`src/rtl/rtpfu_pkg.sv`:
```
package rtpfu_pkg;

  // Field widths
  localparam int LengthBits  = 20;
  localparam int MaxPayloadW = 11;
  localparam int SeqW        = 16;
  localparam int TsW         = 32;
  localparam int SsrcW       = 32;
  localparam int CfgIndexW   = 1;
  localparam int CfgDataW    = 32;

  // Default depth of the job queue between front and back
  localparam int QueueDepth = 4;

  // Configuration register indexes
  localparam logic [CfgIndexW-1:0] CfgSsrc       = 1'b0;
  localparam logic [CfgIndexW-1:0] CfgMaxPayload = 1'b1;

  // Register reset values
  localparam logic [SsrcW-1:0]       SsrcReset       = 32'd12345678;
  localparam logic [MaxPayloadW-1:0] MaxPayloadReset = 11'd1400;
  localparam logic [MaxPayloadW-1:0] MinPayload      = 11'd3;

  // RTP / FU-A header constants
  localparam logic [7:0] RtpByte0  = 8'h80;  // version 2
  localparam logic [7:0] RtpByte1  = 8'h60;  // payload type 96, no marker
  localparam logic [7:0] FuaType   = 8'd28;
  localparam logic [7:0] NriMask   = 8'hE0;
  localparam logic [7:0] TypeMask  = 8'h1F;
  localparam logic [7:0] FuStart   = 8'h80;
  localparam logic [7:0] FuEnd     = 8'h40;

  // Byte positions within one job
  localparam logic [3:0] PosVer    = 4'd0;
  localparam logic [3:0] PosPt     = 4'd1;
  localparam logic [3:0] PosSeqHi  = 4'd2;
  localparam logic [3:0] PosSeqLo  = 4'd3;
  localparam logic [3:0] PosTs3    = 4'd4;
  localparam logic [3:0] PosTs2    = 4'd5;
  localparam logic [3:0] PosTs1    = 4'd6;
  localparam logic [3:0] PosTs0    = 4'd7;
  localparam logic [3:0] PosSsrc3  = 4'd8;
  localparam logic [3:0] PosSsrc2  = 4'd9;
  localparam logic [3:0] PosSsrc1  = 4'd10;
  localparam logic [3:0] PosSsrc0  = 4'd11;
  localparam logic [3:0] PosFuInd  = 4'd12;
  localparam logic [3:0] PosFuHdr  = 4'd13;
  localparam logic [3:0] PosData   = 4'd14;

  typedef struct packed {
    logic [7:0]            payload_byte;
    logic                  first_of_nal;
    logic [LengthBits-1:0] nal_length;
    logic [TsW-1:0]        rtp_timestamp;
  } in_item_t;

  typedef struct packed {
    logic [7:0] out_byte;
    logic       packet_end;
    logic       run_last;
  } out_item_t;

  // One classified input byte, as handed to the back part
  typedef struct packed {
    logic [7:0]      data;
    logic            data_end;
    logic            has_rtp;
    logic            has_fu;
    logic [SeqW-1:0] seq;
    logic [TsW-1:0]  ts;
    logic [7:0]      fu_ind;
    logic [7:0]      fu_hdr;
  } job_t;

  typedef struct packed {
    logic full;
    logic empty;
  } q_status_t;

endpackage

```
`src/rtl/rtp_h264_fua_packetizer.sv`:
```
// Channel  Direction  Handshake          Payload
// in       input      in_valid/in_stall   in_item_t: one NAL byte, start flag, length, ts
// out      output     out_valid/out_stall out_item_t: packet byte, packet end, run last
// cfg      input      cfg_valid/cfg_ready index 0 = SSRC, index 1 = max payload
//
// Output runs at one byte per cycle while out_stall_i is low. A data byte gives one
// output byte, a byte that opens a packet gives 13 bytes (RTP header and data) or 15
// bytes (with FU-A indicator and header); the back part's byte sequencer sets these figures.
// Input is stalled only while the job queue between front and back is full.
// Reset clears all unit state, the sequence number and the queue; registers
// return to SSRC 12345678 and max payload 1400. Configuration writes are
// always ready.
module rtp_h264_fua_packetizer #(
  parameter int QDepth = rtpfu_pkg::QueueDepth
) (
  input  logic                                clk_i,
  input  logic                                rst_ni,
  input  logic                                in_valid_i,
  output logic                                in_stall_o,
  input  rtpfu_pkg::in_item_t                 in_data_i,
  output logic                                out_valid_o,
  input  logic                                out_stall_i,
  output rtpfu_pkg::out_item_t                out_data_o,
  input  logic                                cfg_valid_i,
  output logic                                cfg_ready_o,
  input  logic [rtpfu_pkg::CfgIndexW-1:0]     cfg_index_i,
  input  logic [rtpfu_pkg::CfgDataW-1:0]      cfg_data_i
);
  import rtpfu_pkg::*;

  logic [SsrcW-1:0]       ssrc_q;
  logic [MaxPayloadW-1:0] max_payload_q;

  logic      push;
  logic      pop;
  job_t      push_job;
  job_t      head_job;
  q_status_t q_stat;

  // Configuration registers
  assign cfg_ready_o = 1'b1;

  always_ff @(posedge clk_i or negedge rst_ni) begin
    if (!rst_ni) begin
      ssrc_q        <= SsrcReset;
      max_payload_q <= MaxPayloadReset;
    end else if (cfg_valid_i) begin
      case (cfg_index_i)
        CfgSsrc:       ssrc_q        <= cfg_data_i[SsrcW-1:0];
        CfgMaxPayload: max_payload_q <= cfg_data_i[MaxPayloadW-1:0];
        default:       ;
      endcase
    end
  end

  rtpfu_front u_front (
    .clk_i         (clk_i),
    .rst_ni        (rst_ni),
    .in_valid_i    (in_valid_i),
    .in_data_i     (in_data_i),
    .q_stat_i      (q_stat),
    .max_payload_i (max_payload_q),
    .in_stall_o    (in_stall_o),
    .push_o        (push),
    .job_o         (push_job)
  );

  rtpfu_queue #(
    .Depth (QDepth)
  ) u_queue (
    .clk_i      (clk_i),
    .rst_ni     (rst_ni),
    .push_i     (push),
    .push_job_i (push_job),
    .pop_i      (pop),
    .head_o     (head_job),
    .stat_o     (q_stat)
  );

  rtpfu_back u_back (
    .clk_i       (clk_i),
    .rst_ni      (rst_ni),
    .head_i      (head_job),
    .q_stat_i    (q_stat),
    .ssrc_i      (ssrc_q),
    .out_stall_i (out_stall_i),
    .pop_o       (pop),
    .out_valid_o (out_valid_o),
    .out_data_o  (out_data_o)
  );

  // Packet end falls only on a data byte, the last byte of its run
  assert property (@(posedge clk_i) disable iff (!rst_ni)
    out_valid_o && out_data_o.packet_end |-> out_data_o.run_last)
    else $error("packet end on a header byte");

  // Bytes of one run leave without gaps
  assert property (@(posedge clk_i) disable iff (!rst_ni)
    out_valid_o && !out_stall_i && !out_data_o.run_last |=> out_valid_o)
    else $error("gap inside a byte run");

  // Never pop an empty queue, never push a full one
  assert property (@(posedge clk_i) disable iff (!rst_ni)
    !(pop && q_stat.empty) && !(push && q_stat.full))
    else $error("queue overrun or underrun");

endmodule

```
`src/rtl/rtpfu_front.sv`:
```
module rtpfu_front (
  input  logic                                    clk_i,
  input  logic                                    rst_ni,
  input  logic                                    in_valid_i,
  input  rtpfu_pkg::in_item_t                     in_data_i,
  input  rtpfu_pkg::q_status_t                    q_stat_i,
  input  logic [rtpfu_pkg::MaxPayloadW-1:0]       max_payload_i,
  output logic                                    in_stall_o,
  output logic                                    push_o,
  output rtpfu_pkg::job_t                         job_o
);
  import rtpfu_pkg::*;

  logic [SeqW-1:0]        seq_q, seq_d;
  logic [LengthBits-1:0]  nbl_q, nbl_d;
  logic [MaxPayloadW-1:0] cbl_q, cbl_d;
  logic                   frag_q, frag_d;
  logic                   ffp_q, ffp_d;
  logic [7:0]             hdr_q, hdr_d;
  logic [TsW-1:0]         ts_q, ts_d;

  logic                   accept;
  logic [MaxPayloadW-1:0] mp;
  logic [MaxPayloadW-1:0] lim;
  logic                   last_frag;
  logic                   do_data;

  // Hold input while the queue has no room
  assign in_stall_o = q_stat_i.full;
  assign accept     = in_valid_i && !q_stat_i.full;

  assign mp        = (max_payload_i < MinPayload) ? MinPayload : max_payload_i;
  assign lim       = mp - MaxPayloadW'(2);
  assign last_frag = (nbl_q <= LengthBits'(lim));

  // Classify the byte and build its job
  always_comb begin
    seq_d   = seq_q;
    nbl_d   = nbl_q;
    cbl_d   = cbl_q;
    frag_d  = frag_q;
    ffp_d   = ffp_q;
    hdr_d   = hdr_q;
    ts_d    = ts_q;
    do_data = 1'b0;
    job_o   = '0;
    job_o.data = in_data_i.payload_byte;

    if (accept) begin
      if (in_data_i.first_of_nal) begin
        frag_d = 1'b0;
        ffp_d  = 1'b0;
        cbl_d  = '0;
        nbl_d  = '0;
        if (in_data_i.nal_length != '0) begin
          ts_d  = in_data_i.rtp_timestamp;
          hdr_d = in_data_i.payload_byte;
          if (in_data_i.nal_length <= LengthBits'(mp)) begin
            // Single NAL unit packet
            job_o.has_rtp = 1'b1;
            job_o.seq     = seq_q;
            job_o.ts      = in_data_i.rtp_timestamp;
            seq_d         = seq_q + SeqW'(1);
            nbl_d         = in_data_i.nal_length;
            cbl_d         = in_data_i.nal_length[MaxPayloadW-1:0];
            do_data       = 1'b1;
          end else begin
            // Drop the NAL header byte, open fragmentation
            frag_d = 1'b1;
            ffp_d  = 1'b1;
            nbl_d  = in_data_i.nal_length - LengthBits'(1);
          end
        end
      end else if (nbl_q != '0) begin
        if (frag_q && cbl_q == '0) begin
          // Open a new FU-A fragment
          job_o.has_rtp = 1'b1;
          job_o.has_fu  = 1'b1;
          job_o.seq     = seq_q;
          job_o.ts      = ts_q;
          job_o.fu_ind  = (hdr_q & NriMask) | FuaType;
          job_o.fu_hdr  = (hdr_q & TypeMask) | (ffp_q ? FuStart : 8'h00) |
                          (last_frag ? FuEnd : 8'h00);
          seq_d         = seq_q + SeqW'(1);
          ffp_d         = 1'b0;
          cbl_d         = last_frag ? nbl_q[MaxPayloadW-1:0] : lim;
        end
        do_data = 1'b1;
      end

      if (do_data) begin
        cbl_d          = cbl_d - MaxPayloadW'(1);
        nbl_d          = nbl_d - LengthBits'(1);
        job_o.data_end = (cbl_d == '0);
        if (nbl_d == '0) begin
          frag_d = 1'b0;
          ffp_d  = 1'b0;
          cbl_d  = '0;
        end
      end
    end
  end

  assign push_o = do_data;

  always_ff @(posedge clk_i or negedge rst_ni) begin
    if (!rst_ni) begin
      seq_q  <= '0;
      nbl_q  <= '0;
      cbl_q  <= '0;
      frag_q <= 1'b0;
      ffp_q  <= 1'b0;
      hdr_q  <= '0;
      ts_q   <= '0;
    end else begin
      seq_q  <= seq_d;
      nbl_q  <= nbl_d;
      cbl_q  <= cbl_d;
      frag_q <= frag_d;
      ffp_q  <= ffp_d;
      hdr_q  <= hdr_d;
      ts_q   <= ts_d;
    end
  end

endmodule

```
`src/rtl/rtpfu_queue.sv`:
```
module rtpfu_queue #(
  parameter int Depth = rtpfu_pkg::QueueDepth
) (
  input  logic                 clk_i,
  input  logic                 rst_ni,
  input  logic                 push_i,
  input  rtpfu_pkg::job_t      push_job_i,
  input  logic                 pop_i,
  output rtpfu_pkg::job_t      head_o,
  output rtpfu_pkg::q_status_t stat_o
);
  import rtpfu_pkg::*;

  localparam int PtrW = (Depth > 1) ? $clog2(Depth) : 1;
  localparam int CntW = $clog2(Depth + 1);

  job_t            mem_q [Depth];
  logic [PtrW-1:0] wr_ptr_q, rd_ptr_q;
  logic [CntW-1:0] count_q;

  assign stat_o.full  = (count_q == CntW'(Depth));
  assign stat_o.empty = (count_q == '0);
  assign head_o       = mem_q[rd_ptr_q];

  // Store pushed jobs
  always_ff @(posedge clk_i) begin
    if (push_i) begin
      mem_q[wr_ptr_q] <= push_job_i;
    end
  end

  // Advance pointers and count
  always_ff @(posedge clk_i or negedge rst_ni) begin
    if (!rst_ni) begin
      wr_ptr_q <= '0;
      rd_ptr_q <= '0;
      count_q  <= '0;
    end else begin
      if (push_i) begin
        wr_ptr_q <= (wr_ptr_q == PtrW'(Depth - 1)) ? '0 : wr_ptr_q + PtrW'(1);
      end
      if (pop_i) begin
        rd_ptr_q <= (rd_ptr_q == PtrW'(Depth - 1)) ? '0 : rd_ptr_q + PtrW'(1);
      end
      if (push_i && !pop_i) begin
        count_q <= count_q + CntW'(1);
      end else if (pop_i && !push_i) begin
        count_q <= count_q - CntW'(1);
      end
    end
  end

endmodule

```
`src/rtl/rtpfu_back.sv`:
```
module rtpfu_back (
  input  logic                               clk_i,
  input  logic                               rst_ni,
  input  rtpfu_pkg::job_t                    head_i,
  input  rtpfu_pkg::q_status_t               q_stat_i,
  input  logic [rtpfu_pkg::SsrcW-1:0]        ssrc_i,
  input  logic                               out_stall_i,
  output logic                               pop_o,
  output logic                               out_valid_o,
  output rtpfu_pkg::out_item_t               out_data_o
);
  import rtpfu_pkg::*;

  job_t       cur_q;
  logic       busy_q;
  logic [3:0] pos_q;
  logic       out_valid_q;
  out_item_t  out_q;

  logic       load_ok;
  logic       emit;
  logic       at_end;
  logic [3:0] next_pos;
  logic [7:0] cur_byte;

  assign load_ok = !out_valid_q || !out_stall_i;
  assign emit    = busy_q && load_ok;
  assign at_end  = (pos_q == PosData);
  assign pop_o   = load_ok && (!busy_q || at_end) && !q_stat_i.empty;

  // Step to the next byte of the current job
  always_comb begin
    case (pos_q)
      PosSsrc0: next_pos = cur_q.has_fu ? PosFuInd : PosData;
      default:  next_pos = pos_q + 4'd1;
    endcase
  end

  // Select the byte at the current position
  always_comb begin
    case (pos_q)
      PosVer:   cur_byte = RtpByte0;
      PosPt:    cur_byte = RtpByte1;
      PosSeqHi: cur_byte = cur_q.seq[15:8];
      PosSeqLo: cur_byte = cur_q.seq[7:0];
      PosTs3:   cur_byte = cur_q.ts[31:24];
      PosTs2:   cur_byte = cur_q.ts[23:16];
      PosTs1:   cur_byte = cur_q.ts[15:8];
      PosTs0:   cur_byte = cur_q.ts[7:0];
      PosSsrc3: cur_byte = ssrc_i[31:24];
      PosSsrc2: cur_byte = ssrc_i[23:16];
      PosSsrc1: cur_byte = ssrc_i[15:8];
      PosSsrc0: cur_byte = ssrc_i[7:0];
      PosFuInd: cur_byte = cur_q.fu_ind;
      PosFuHdr: cur_byte = cur_q.fu_hdr;
      PosData:  cur_byte = cur_q.data;
      default:  cur_byte = cur_q.data;
    endcase
  end

  // Hold the current job and its byte position
  always_ff @(posedge clk_i or negedge rst_ni) begin
    if (!rst_ni) begin
      busy_q <= 1'b0;
      pos_q  <= PosVer;
    end else begin
      if (pop_o) begin
        busy_q <= 1'b1;
        pos_q  <= head_i.has_rtp ? PosVer : PosData;
      end else if (emit) begin
        busy_q <= !at_end;
        pos_q  <= next_pos;
      end
    end
  end

  always_ff @(posedge clk_i) begin
    if (pop_o) begin
      cur_q <= head_i;
    end
  end

  // Output register
  always_ff @(posedge clk_i or negedge rst_ni) begin
    if (!rst_ni) begin
      out_valid_q <= 1'b0;
    end else if (load_ok) begin
      out_valid_q <= busy_q;
    end
  end

  always_ff @(posedge clk_i) begin
    if (emit) begin
      out_q.out_byte   <= cur_byte;
      out_q.packet_end <= at_end && cur_q.data_end;
      out_q.run_last   <= at_end;
    end
  end

  assign out_valid_o = out_valid_q;
  assign out_data_o  = out_q;

endmodule

```
`config.mk`:
```
export PLATFORM = sky130hd
export DESIGN_NAME = rtp_h264_fua_packetizer
export DESIGN_NICKNAME = d
export VERILOG_FILES = /design/src/rtl/rtpfu_pkg.sv /design/src/rtl/rtp_h264_fua_packetizer.sv /design/src/rtl/rtpfu_front.sv /design/src/rtl/rtpfu_queue.sv /design/src/rtl/rtpfu_back.sv
export SDC_FILE = /design/constraint.sdc
export NUM_CORES = 1
export LEC_CHECK = 0
export BUFFER_PORTS_ARGS = -buffer_cell sky130_fd_sc_hd__buf_2
export CAP_MARGIN = 0
export CORE_MARGIN = 1.5
export CORE_UTILIZATION = 25
export CTS_BUF_LIST = sky130_fd_sc_hd__clkbuf_4
export CTS_CLUSTER_SIZE = 12
export DETAILED_ROUTE_END_ITERATION = 10
export PLACE_DENSITY_LB_ADDON = 0.3
export SLEW_MARGIN = 10
export SYNTH_ARGS = -nofsm -noshare
export SYNTH_HDL_FRONTEND = slang
export SYNTH_SLANG_ARGS = --single-unit
```
`constraint.sdc`:
```
create_clock -name clk_i -period 7.08 [get_ports clk_i]
set_clock_uncertainty 0.15 [all_clocks]
set_input_delay 1.416 -clock clk_i [delete_from_list [all_inputs] [get_ports clk_i]]
set_output_delay 1.416 -clock clk_i [all_outputs]
set_load 0.02 [all_outputs]
```
==> out/metrics.cfg, run 1 <==
[outcome]
status = complete, no violations

[synth]
synth_seq_cells = 499
synth_warnings = 0
synthTopCellsByArea = edfxtp_1 (47%), dfrtp_1 (14%), mux4_2 (6.9%)
ys_seq_area_share_pct = 63.5
synth_top_cell_by_area = edfxtp_1
syn_inst = 1550
async_reset_ff_share_pct = 29.1
synthesis.nets = 1690
yosysMostFrequentCell = edfxtp_1
synth_common_cells = edfxtp_1 (354), dfrtp_1 (127), nand2_1 (96)
syn_area_um2 = 22500
synth-main-ff-cell = edfxtp_1
synth_edf_count = 354
yosysTopAreaCellShare_pct = 47.3
syn_avg_cell_area_um2 = 14.5
yosysUniqueCellTypes = 88

[worst_setup_path]
max_stage_delay_ps = 780
critPathTopFamily = simple AND/OR/NAND/NOR gates
cp_max_fo = 7
crit_path_frequent_cell = nor4_1
reg2reg_depth = 20
crit_chain = nor4_1, nand2_1, nor2_1, nor2_1, ha_1, and3_1, xnor2_1, ha_1, nand4_1, nor4_1, a21oi_1, mux2i_1, a22oi_1, nor4b_2, nand3_1, a311oi_1, buf_4, nand2_1, nor4_1, buf_4
worstSetupPathType = flop to flop
worstReg2RegStart = max_payload_q[5]
arrival_ps = 7260
crit_path_start = max_payload_q[5]
worstSetupStartpointType = flop
r2r-end = u_queue.mem_q[1][66]
cp_num_buf_inv = 2
worstPathRequired_ps = 7740
regToRegSetupSlack_ps = 480
crit_slowest_cell = nor4_1
endpoint_kind = flop

[clock_tree]
cts_buffers = 138
ctsHoldBuffers = 0
cts_tree = done
clock_sinks = 499
ctsResizeCount = 0
clk_pin_slew_ps = 70
htreeDepth = 4
clockBufferDepth = 3
cts-root-buf = clkbuf_4
insertion_delay_ps = 980
cts_setup_buffers = 0

[routing]
vias_per_cell = 4.73
routed_wl_um = 65400
vias = 14395
drtIter0Drc = 874
wl_per_cell_um = 21.5
antenna_left = 0
drt_pass1_iterations = 5
drc = 0

[pwr]
irDropWorstVdd_v = 0.000137
p_leak_nw = 9.87
p_per_area_nw_per_um2 = 348

[timing]
rsz0062_at_grt = no
hold_viol = 0
setup_viol = 0
fin_setup_tns_ps = 0
clock.fmax_mhz = 152
period_share_pct = 93.2
tightest_slew_ps = 1170
min_period_ps = 6600
maxSlewViolCount = 0
maxSlewHeadroom_pct = 21.7

[grt]
grt_first_pass_wirelength_um = 96700
globalRouteOverflowTotal = 0
grt_pass1_vias = 14949
grtUsageTotal_pct = 14.3
antenna_found_initial = 4
grt_max_degree = 69

[floorplanning]
num_rows = 109
ioPinCount = 112
dieArea_um2 = 91700
core_um2 = 88800
die_y_um = 303
start_util_pct = 25.3
dieWidth_um = 303

[job]
maxCapViolations = 0

[cells_and_area]
fillers = 8979
drive_gt1_share_pct = 31.6
nets = 1906
utilization_pct = 29.8
syn_to_final_growth_pct = 17.5

[hold_path]
hp-class = input port to async pin

[place]
gp_congestion = 0.834
dp_hpwl_um = 44500
port_buffers = 110

## worst register-to-register path, cell delays in order, from the launching register on
cell	delay, ps
dfstp_2	390
nor4_1	700
nand2_1	210
nor2_1	160
nor2_1	130
ha_1	270
and3_1	210
xnor2_1	170
ha_1	330
nand4_1	110
nor4_1	780
a21oi_1	370
mux2i_1	200
a22oi_1	400
nor4b_2	690
nand3_1	140
a311oi_1	370
buf_4	180
nand2_1	40
nor4_1	290
buf_4	180
## layout make-up
cell class	count	area [um^2]	area share (%)
diodes	3	7.51	0.0284
clock buffers	202	1520	5.74
clock inverters	46	255	0.966
inverters	47	179	0.677
multi-input cells	923	7750	29.3
flip-flops and latches	499	14300	54.1
well taps	1165	1460	5.52
repair buffers	157	960	3.63
## flip-flops by register name, summed over array words and instances (netlist names)
signal              cells
u_back.pos_q            4
u_queue.rd_ptr_q        2
u_front.ts_q           32
u_front.ffp_q           1
u_front.hdr_q           8
u_front.nbl_q          20
u_queue.wr_ptr_q        2
max_payload_q          11
u_back.out_valid_o      1
u_front.frag_q          1
u_back.busy_q           1
u_queue.mem_q         276
u_queue.count_q         3
u_back.out_data_o      10
u_back.cur_q           68
ssrc_q                 32
u_front.cbl_q          11
u_front.seq_q          16
## metrics by stage
stage | setup slack [ps] | hold slack, ps | instances | cell area (um^2) | total power [mW]
floorplan | 59.0 | 288 | 1550 | 22500 | 5.66
global route | 65.1 | 194 | 3042 | 26400 | 9.74
CTS | 682 | 154 | 3039 | 26400 | 9.37
finish | 480 | 270 | 3042 | 26400 | 9.19
global placement | 790 | 312 | 2791 | 24600 | 6.65
detailed placement | 739 | 310 | 2791 | 24600 | 6.69
## cells by family (layout without fill, tap and decap cells)
family	count (synthesis)	count (layout)	synth area share (%)
muxes	173	173	12.1
DFF	499	499	63.5
adders and majority gates	41	41	2.32
buffers and inverters	128	452	2.22
AOI/OAI and AO/OA	282	282	8.94
other	1	4	0.0167
xor gates and xnor gates	61	61	2.38
and+or+nand+nor	365	365	8.53
## power breakdown
part,switching (mW),internal (mW),total (mW)
clock,1.27,1.34,2.61
sequential,0.396,3.69,4.08
combinational,1.47,1.02,2.50
total,3.14,6.04,9.19
## worst max-delay path by stage
stage | end | slack, ps | cells past startpoint
global route | u_queue.mem_q[2][66] | 70 | 20
CTS | u_queue.mem_q[1][66] | 680 | 20
floorplan | u_queue.count_q[1] | 60 | 8
global placement | u_front.cbl_q[4] | 790 | 16
detailed placement | u_queue.mem_q[2][66] | 740 | 20
finish | u_queue.mem_q[1][66] | 480 | 20
## cell usage in the layout (no fill, tap or decap), types with 9 or more instances in the layout
| master | instances |
|---|---|
| and3_1 | 14 |
| nor4_1 | 18 |
| a221oi_1 | 10 |
| nor2_1 | 77 |
| clkbuf_4 | 202 |
| nand3_1 | 21 |
| ha_1 | 40 |
| a21oi_1 | 40 |
| buf_2 | 109 |
| mux2i_1 | 13 |
| clkinv_1 | 29 |
| mux4_2 | 69 |
| a22o_1 | 45 |
| dfrtp_1 | 125 |
| a31oi_1 | 17 |
| nand4_1 | 12 |
| dfstp_2 | 18 |
| edfxtp_1 | 354 |
| a222oi_1 | 9 |
| mux2_2 | 91 |
| o21ai_0 | 52 |
| nand2_1 | 95 |
| a22oi_1 | 10 |
| and2_1 | 31 |
| xnor2_1 | 41 |
| nor3_1 | 22 |
| inv_1 | 44 |
| xor2_1 | 20 |
| a21o_1 | 11 |
| buf_4 | 43 |
| a211oi_1 | 11 |
## metal layers
layer / vias to the layer above / wire (um) / global-route usage [%]
li1: 6575 / - / -
met2: 401 / 31700 / 23.6
met3: 94 / 3530 / 3.47
met4: 2 / 1240 / 4.60
met5: - / 13 / 0
met1: 7323 / 28900 / 18.6
No activity file was read; power rests on OpenSTA's default activity.
==> run 2: changes to the inputs <==
--- a/config.mk
+++ b/config.mk
@@ -13,5 +13,5 @@
 export CTS_CLUSTER_SIZE = 12
 export DETAILED_ROUTE_END_ITERATION = 10
-export PLACE_DENSITY_LB_ADDON = 0.3
+export PLACE_DENSITY = 0.48
 export SLEW_MARGIN = 10
 export SYNTH_ARGS = -nofsm -noshare
--- a/constraint.sdc
+++ b/constraint.sdc
@@ -3,3 +3,3 @@
 set_input_delay 1.416 -clock clk_i [delete_from_list [all_inputs] [get_ports clk_i]]
 set_output_delay 1.416 -clock clk_i [all_outputs]
-set_load 0.02 [all_outputs]
+set_load 0.005 [all_outputs]
==> out/metrics.cfg, run 2 (synthesized netlist as in run 1, its figures left out) <==
[floorplanning]
ioPinCount = 112
die_y_um = 303
start_util_pct = 25.3
dieArea_um2 = 91700
core_um2 = 88800
num_rows = 109
dieWidth_um = 303

[pwr]
p_per_area_nw_per_um2 = 349
irDropWorstVdd_v = 0.000151
p_leak_nw = 9.92

[cells_and_area]
layout_common_cells = edfxtp_1 (354), clkbuf_4 (217), dfrtp_1 (125)
largest_reg_flops = 276
syn_to_final_growth_pct = 18.0
final_common_cell = edfxtp_1
largest-register = u_queue.mem_q
finalInstanceArea_um2 = 26500
drive_gt1_share_pct = 32.5
nets = 1909
fillers = 8981
top_regs = u_queue.mem_q x276, u_back.cur_q x68

[worst_setup_path]
max_stage_delay_ps = 620
worstSetupStartpointType = flop
regToRegSetupSlack_ps = 590
cp_num_buf_inv = 1
crit_chain = nor4_1, buf_4, nand2_1, nor2_1, nor2_1, ha_1, nand4_1, xnor2_1, ha_1, nand4b_1, nor3_1, o21ai_0, a21oi_2, mux2i_1, o2bb2ai_1, a21oi_1, ha_1, and2_1, nand3_1, a22o_1, a311oi_1, nand3_1, nor4_1
r2r-end = u_queue.mem_q[0][66]
arrival_ps = 6970
critPathTopFamily = simple AND/OR/NAND/NOR gates
crit_slowest_cell = nor4_1
cp_max_fo = 12
worstReg2RegStart = max_payload_q[3]
crit_path_frequent_cell = ha_1
endpoint_kind = flop
worstPathRequired_ps = 7560
worstSetupPathType = flop to flop
reg2reg_depth = 23

[grt]
grt_max_degree = 56
antenna_found_initial = 4
grtUsageTotal_pct = 14.5
grt_pass1_vias = 15154
grt_first_pass_wirelength_um = 97700
globalRouteOverflowTotal = 0

[timing]
setup_viol = 0
maxSlewHeadroom_pct = 20.2
clock.fmax_mhz = 154
min_period_ps = 6490
tightest_slew_ps = 1200
rsz0062_at_grt = no
fin_ws_ps = 589
fin_setup_tns_ps = 0
period_share_pct = 91.7
maxSlewViolCount = 0
hold_viol = 0

[job]
maxCapViolations = 0

[routing]
drtIter0Drc = 1005
routed_wl_um = 66100
drt_pass1_iterations = 7
drc = 0
vias = 14518
antenna_left = 0
vias_per_cell = 4.76
wl_per_cell_um = 21.7

[clock_tree]
clock_sinks = 499
insertion_delay_ps = 1000
clockBufferDepth = 3
cts_setup_buffers = 0
cts_tree = done
ctsHoldBuffers = 0
cts_buffers = 139
ctsResizeCount = 0
clk_pin_slew_ps = 70
htreeDepth = 4
cts-root-buf = clkbuf_4

[place]
port_buffers = 110
dp_slack_ps = 503
dpl-instance-area_um2 = 24600
gp_congestion = 0.854
dp_hpwl_um = 44600

[outcome]
status = complete, no violations

[hold_path]
hp-class = input port to async pin

[run 2: cell types whose count changed in the layout (fill, tap and decap cells not counted), moves of 2 or more]
cell / change
clkbuf_4: +15
clkinv_4: -2
clkinvlp_4: +5
buf_4: +2
clkinv_1: -9
inv_6: -2
[run 2: per-layer routing]
layer  track usage, %  wire length (um)  up-vias
li1                 -                 -     6578
met1             18.9             28900     7339
met2             23.2             31600      488
met3             3.31              3670      113
met4             6.30              1830        0
met5                0                 0        -
[run 2: cell type report]
class | count | area, um^2 | share of cell area (%)
Timing Repair Buffer | 159 | 975 | 3.68
Sequential cell | 499 | 14300 | 53.9
Clock inverter | 37 | 226 | 0.854
Clock buffer | 217 | 1630 | 6.14
Antenna cell | 2 | 5.00 | 0.0189
Inverter | 47 | 179 | 0.675
Multi-Input combinational cell | 923 | 7760 | 29.3
Tap cell | 1165 | 1460 | 5.50
[run 2: worst max path at each step]
stage | start | to | cells past startpoint
after floorplan | out_stall_i | u_queue.count_q[1] | 8
after global placement | max_payload_q[3] | u_queue.mem_q[2][66] | 23
after detailed placement | max_payload_q[3] | u_queue.mem_q[1][66] | 23
after CTS | max_payload_q[3] | u_queue.mem_q[1][66] | 23
after global routing | max_payload_q[3] | u_queue.mem_q[1][66] | 20
final | max_payload_q[3] | u_queue.mem_q[0][66] | 23
[run 2: power by group]
part	total, mW	switching, mW	internal, mW	leakage [nW]
clock network	2.70	1.29	1.42	1.09
logic	2.47	1.45	1.02	3.61
registers	4.09	0.403	3.69	5.22
[run 2: worst register-to-register path, cell delays in order (launching register included)]
cell and delay [ps]:
dfstp_2 590, nor4_1 60, buf_4 150, nand2_1 90, nor2_1 60, nor2_1 280
ha_1 290, nand4_1 130, xnor2_1 180, ha_1 310, nand4b_1 200, nor3_1 280
o21ai_0 260, a21oi_2 590, mux2i_1 270, o2bb2ai_1 130, a21oi_1 230, ha_1 220
and2_1 150, nand3_1 120, a22o_1 260, a311oi_1 350, nand3_1 130, nor4_1 620
[run 2: per-stage QoR]
step	power (mW)	instances	util [%]	hold slack (ps)
global route	9.82	3049	29.9	211
finish	9.27	3049	29.9	231
detailed placement	6.67	2793	27.8	313
CTS	9.43	3047	29.9	141
floorplan	5.63	1550	-	288
global placement	6.64	2793	27.8	311
==> run 3: changes to the inputs <==
- PLACE_DENSITY: 0.48 -> not set
==> out/metrics.cfg, run 3 (synthesized netlist as in run 1, its figures left out) <==
[pwr]
p_leak_nw = 9.87
total_power_mw = 9.15
p_per_area_nw_per_um2 = 346
irDropWorstVdd_v = 0.000173

[clock_tree]
cts_setup_buffers = 0
cts-root-buf = clkbuf_4
cts_tree = done
ctsResizeCount = 0
insertion_delay_ps = 970
cts_buffers = 135
clock_sinks = 499
clockBufferDepth = 3
htreeDepth = 4
ctsHoldBuffers = 0
clk_pin_slew_ps = 60

[routing]
routed_wl_um = 63600
vias_per_cell = 4.78
antenna_left = 0
drc = 0
wl_per_cell_um = 20.9
drt_pass1_iterations = 5
vias = 14525
drtIter0Drc = 1217

[timing]
maxSlewViolCount = 0
min_period_ps = 6370
fin_ws_ps = 713
tightest_slew_ps = 1150
maxSlewHeadroom_pct = 23.4
period_share_pct = 89.9
clock.fmax_mhz = 157
hold_viol = 0
setup_viol = 0
fin_setup_tns_ps = 0
worst_hold_slack_ps = 344
rsz0062_at_grt = no

[worst_setup_path]
worstPathRequired_ps = 7590
cp_max_fo = 6
arrival_ps = 6870
worstReg2RegStart = max_payload_q[5]
endpoint_kind = flop
regToRegSetupSlack_ps = 710
r2r-end = u_queue.mem_q[1][66]
worstSetupStartpointType = flop
reg2reg_depth = 22
worstSetupPathType = flop to flop

[cells_and_area]
layout_common_cells = edfxtp_1 (354), clkbuf_4 (216), dfrtp_1 (125)
top_regs = u_queue.mem_q x276, u_back.cur_q x68
final_common_cell = edfxtp_1
syn_to_final_growth_pct = 17.5
multi_input_area_um2 = 7750
regArea_um2 = 14300
final_cells = 3040
largest-register = u_queue.mem_q
nets = 1900
largest_reg_flops = 276
drive_gt1_share_pct = 32.2
fillers = 8915

[grt]
grt_busiest_layer = met2
grt_pass1_vias = 14937
met3_usage_pct = 3.32
grt_max_degree = 90
grt_use_met2_pct = 22.9
globalRouteOverflowTotal = 0
grtUsageTotal_pct = 14.0
grt_first_pass_wirelength_um = 95500
use_met1_pct = 18.0
antenna_found_initial = 10

[floorplanning]
dieArea_um2 = 91700
core_um2 = 88800
start_util_pct = 25.3
ioPinCount = 112
dieWidth_um = 303
die_y_um = 303
num_rows = 109

[job]
maxCapViolations = 0

[outcome]
status = complete, no violations

[hold_path]
hp-class = input port to async pin

[place]
dp_slack_ps = 706
dp_cells = 2788
port_buffers = 110
dp_hpwl_um = 43600
gp_congestion = 0.856

## run 3: changes by cell type in the layout (fill, tap and decap cells not counted), sizes merged
cell / previous run / this run
clkinv: 26 / 20
diode: 2 / 6
buf: 159 / 154
inv: 52 / 53
clkinvlp: 6 / 4
clkbuf: 217 / 216
## run 3: how the worst max path moves through the flow
stage          slack, ps        startpoint                    to  depth (start not counted)
2_1_floorplan         60       out_stall_i    u_queue.count_q[1]                          8
3_3_place_gp         800     in_data_i[41]      u_front.cbl_q[4]                         20
3_5_place_dp         710     in_data_i[41]      u_front.cbl_q[4]                         20
4_1_cts              760  max_payload_q[5]  u_queue.mem_q[1][66]                         22
5_1_grt               40  max_payload_q[5]  u_queue.mem_q[3][66]                         22
6_report             710  max_payload_q[5]  u_queue.mem_q[1][66]                         22
## run 3: final cells by class
type,instances,area share (%)
clock inverters,30,0.673
flip-flops and latches,499,54.1
diodes,6,0.0568
inverters,47,0.677
well taps,1165,5.52
multi-input cells,923,29.3
clock buffers,216,6.14
repair buffers,154,3.50
## run 3: report_power, final
part / internal (mW) / switching [mW]
sequential: 3.69 / 0.388
combinational: 1.01 / 1.43
clock: 1.40 / 1.24
total: 6.10 / 3.05
## run 3: layer usage
layer,share of wire (%),wire (um),up-vias
met2,48,30700,520
met5,0.11,71,-
met1,43,27200,7319
met4,2.5,1620,12
met3,6.3,4000,125
li1,-,-,6549
## run 3: critical path, cell delays in order, from the launching register on
cell,delay (ps)
dfstp_2,390
nor4_1,610
nand2_1,190
nor2_1,170
nor2_1,120
ha_1,270
and3_1,210
xnor2_1,180
ha_1,330
nand4_1,130
nor3_1,210
o21ai_0,230
a21oi_1,540
mux2i_1,150
o21ai_0,430
inv_1,130
ha_1,230
and2_1,160
nand3_1,130
nor3_1,70
a311oi_1,340
nand3_1,110
nor4_1,580
## run 3: per-stage QoR
step / util, % / cell area [um^2]
floorplan: - / 22500
global placement: 27.7 / 24600
detailed placement: 27.7 / 24600
CTS: 29.7 / 26400
global route: 29.7 / 26400
finish: 29.8 / 26400
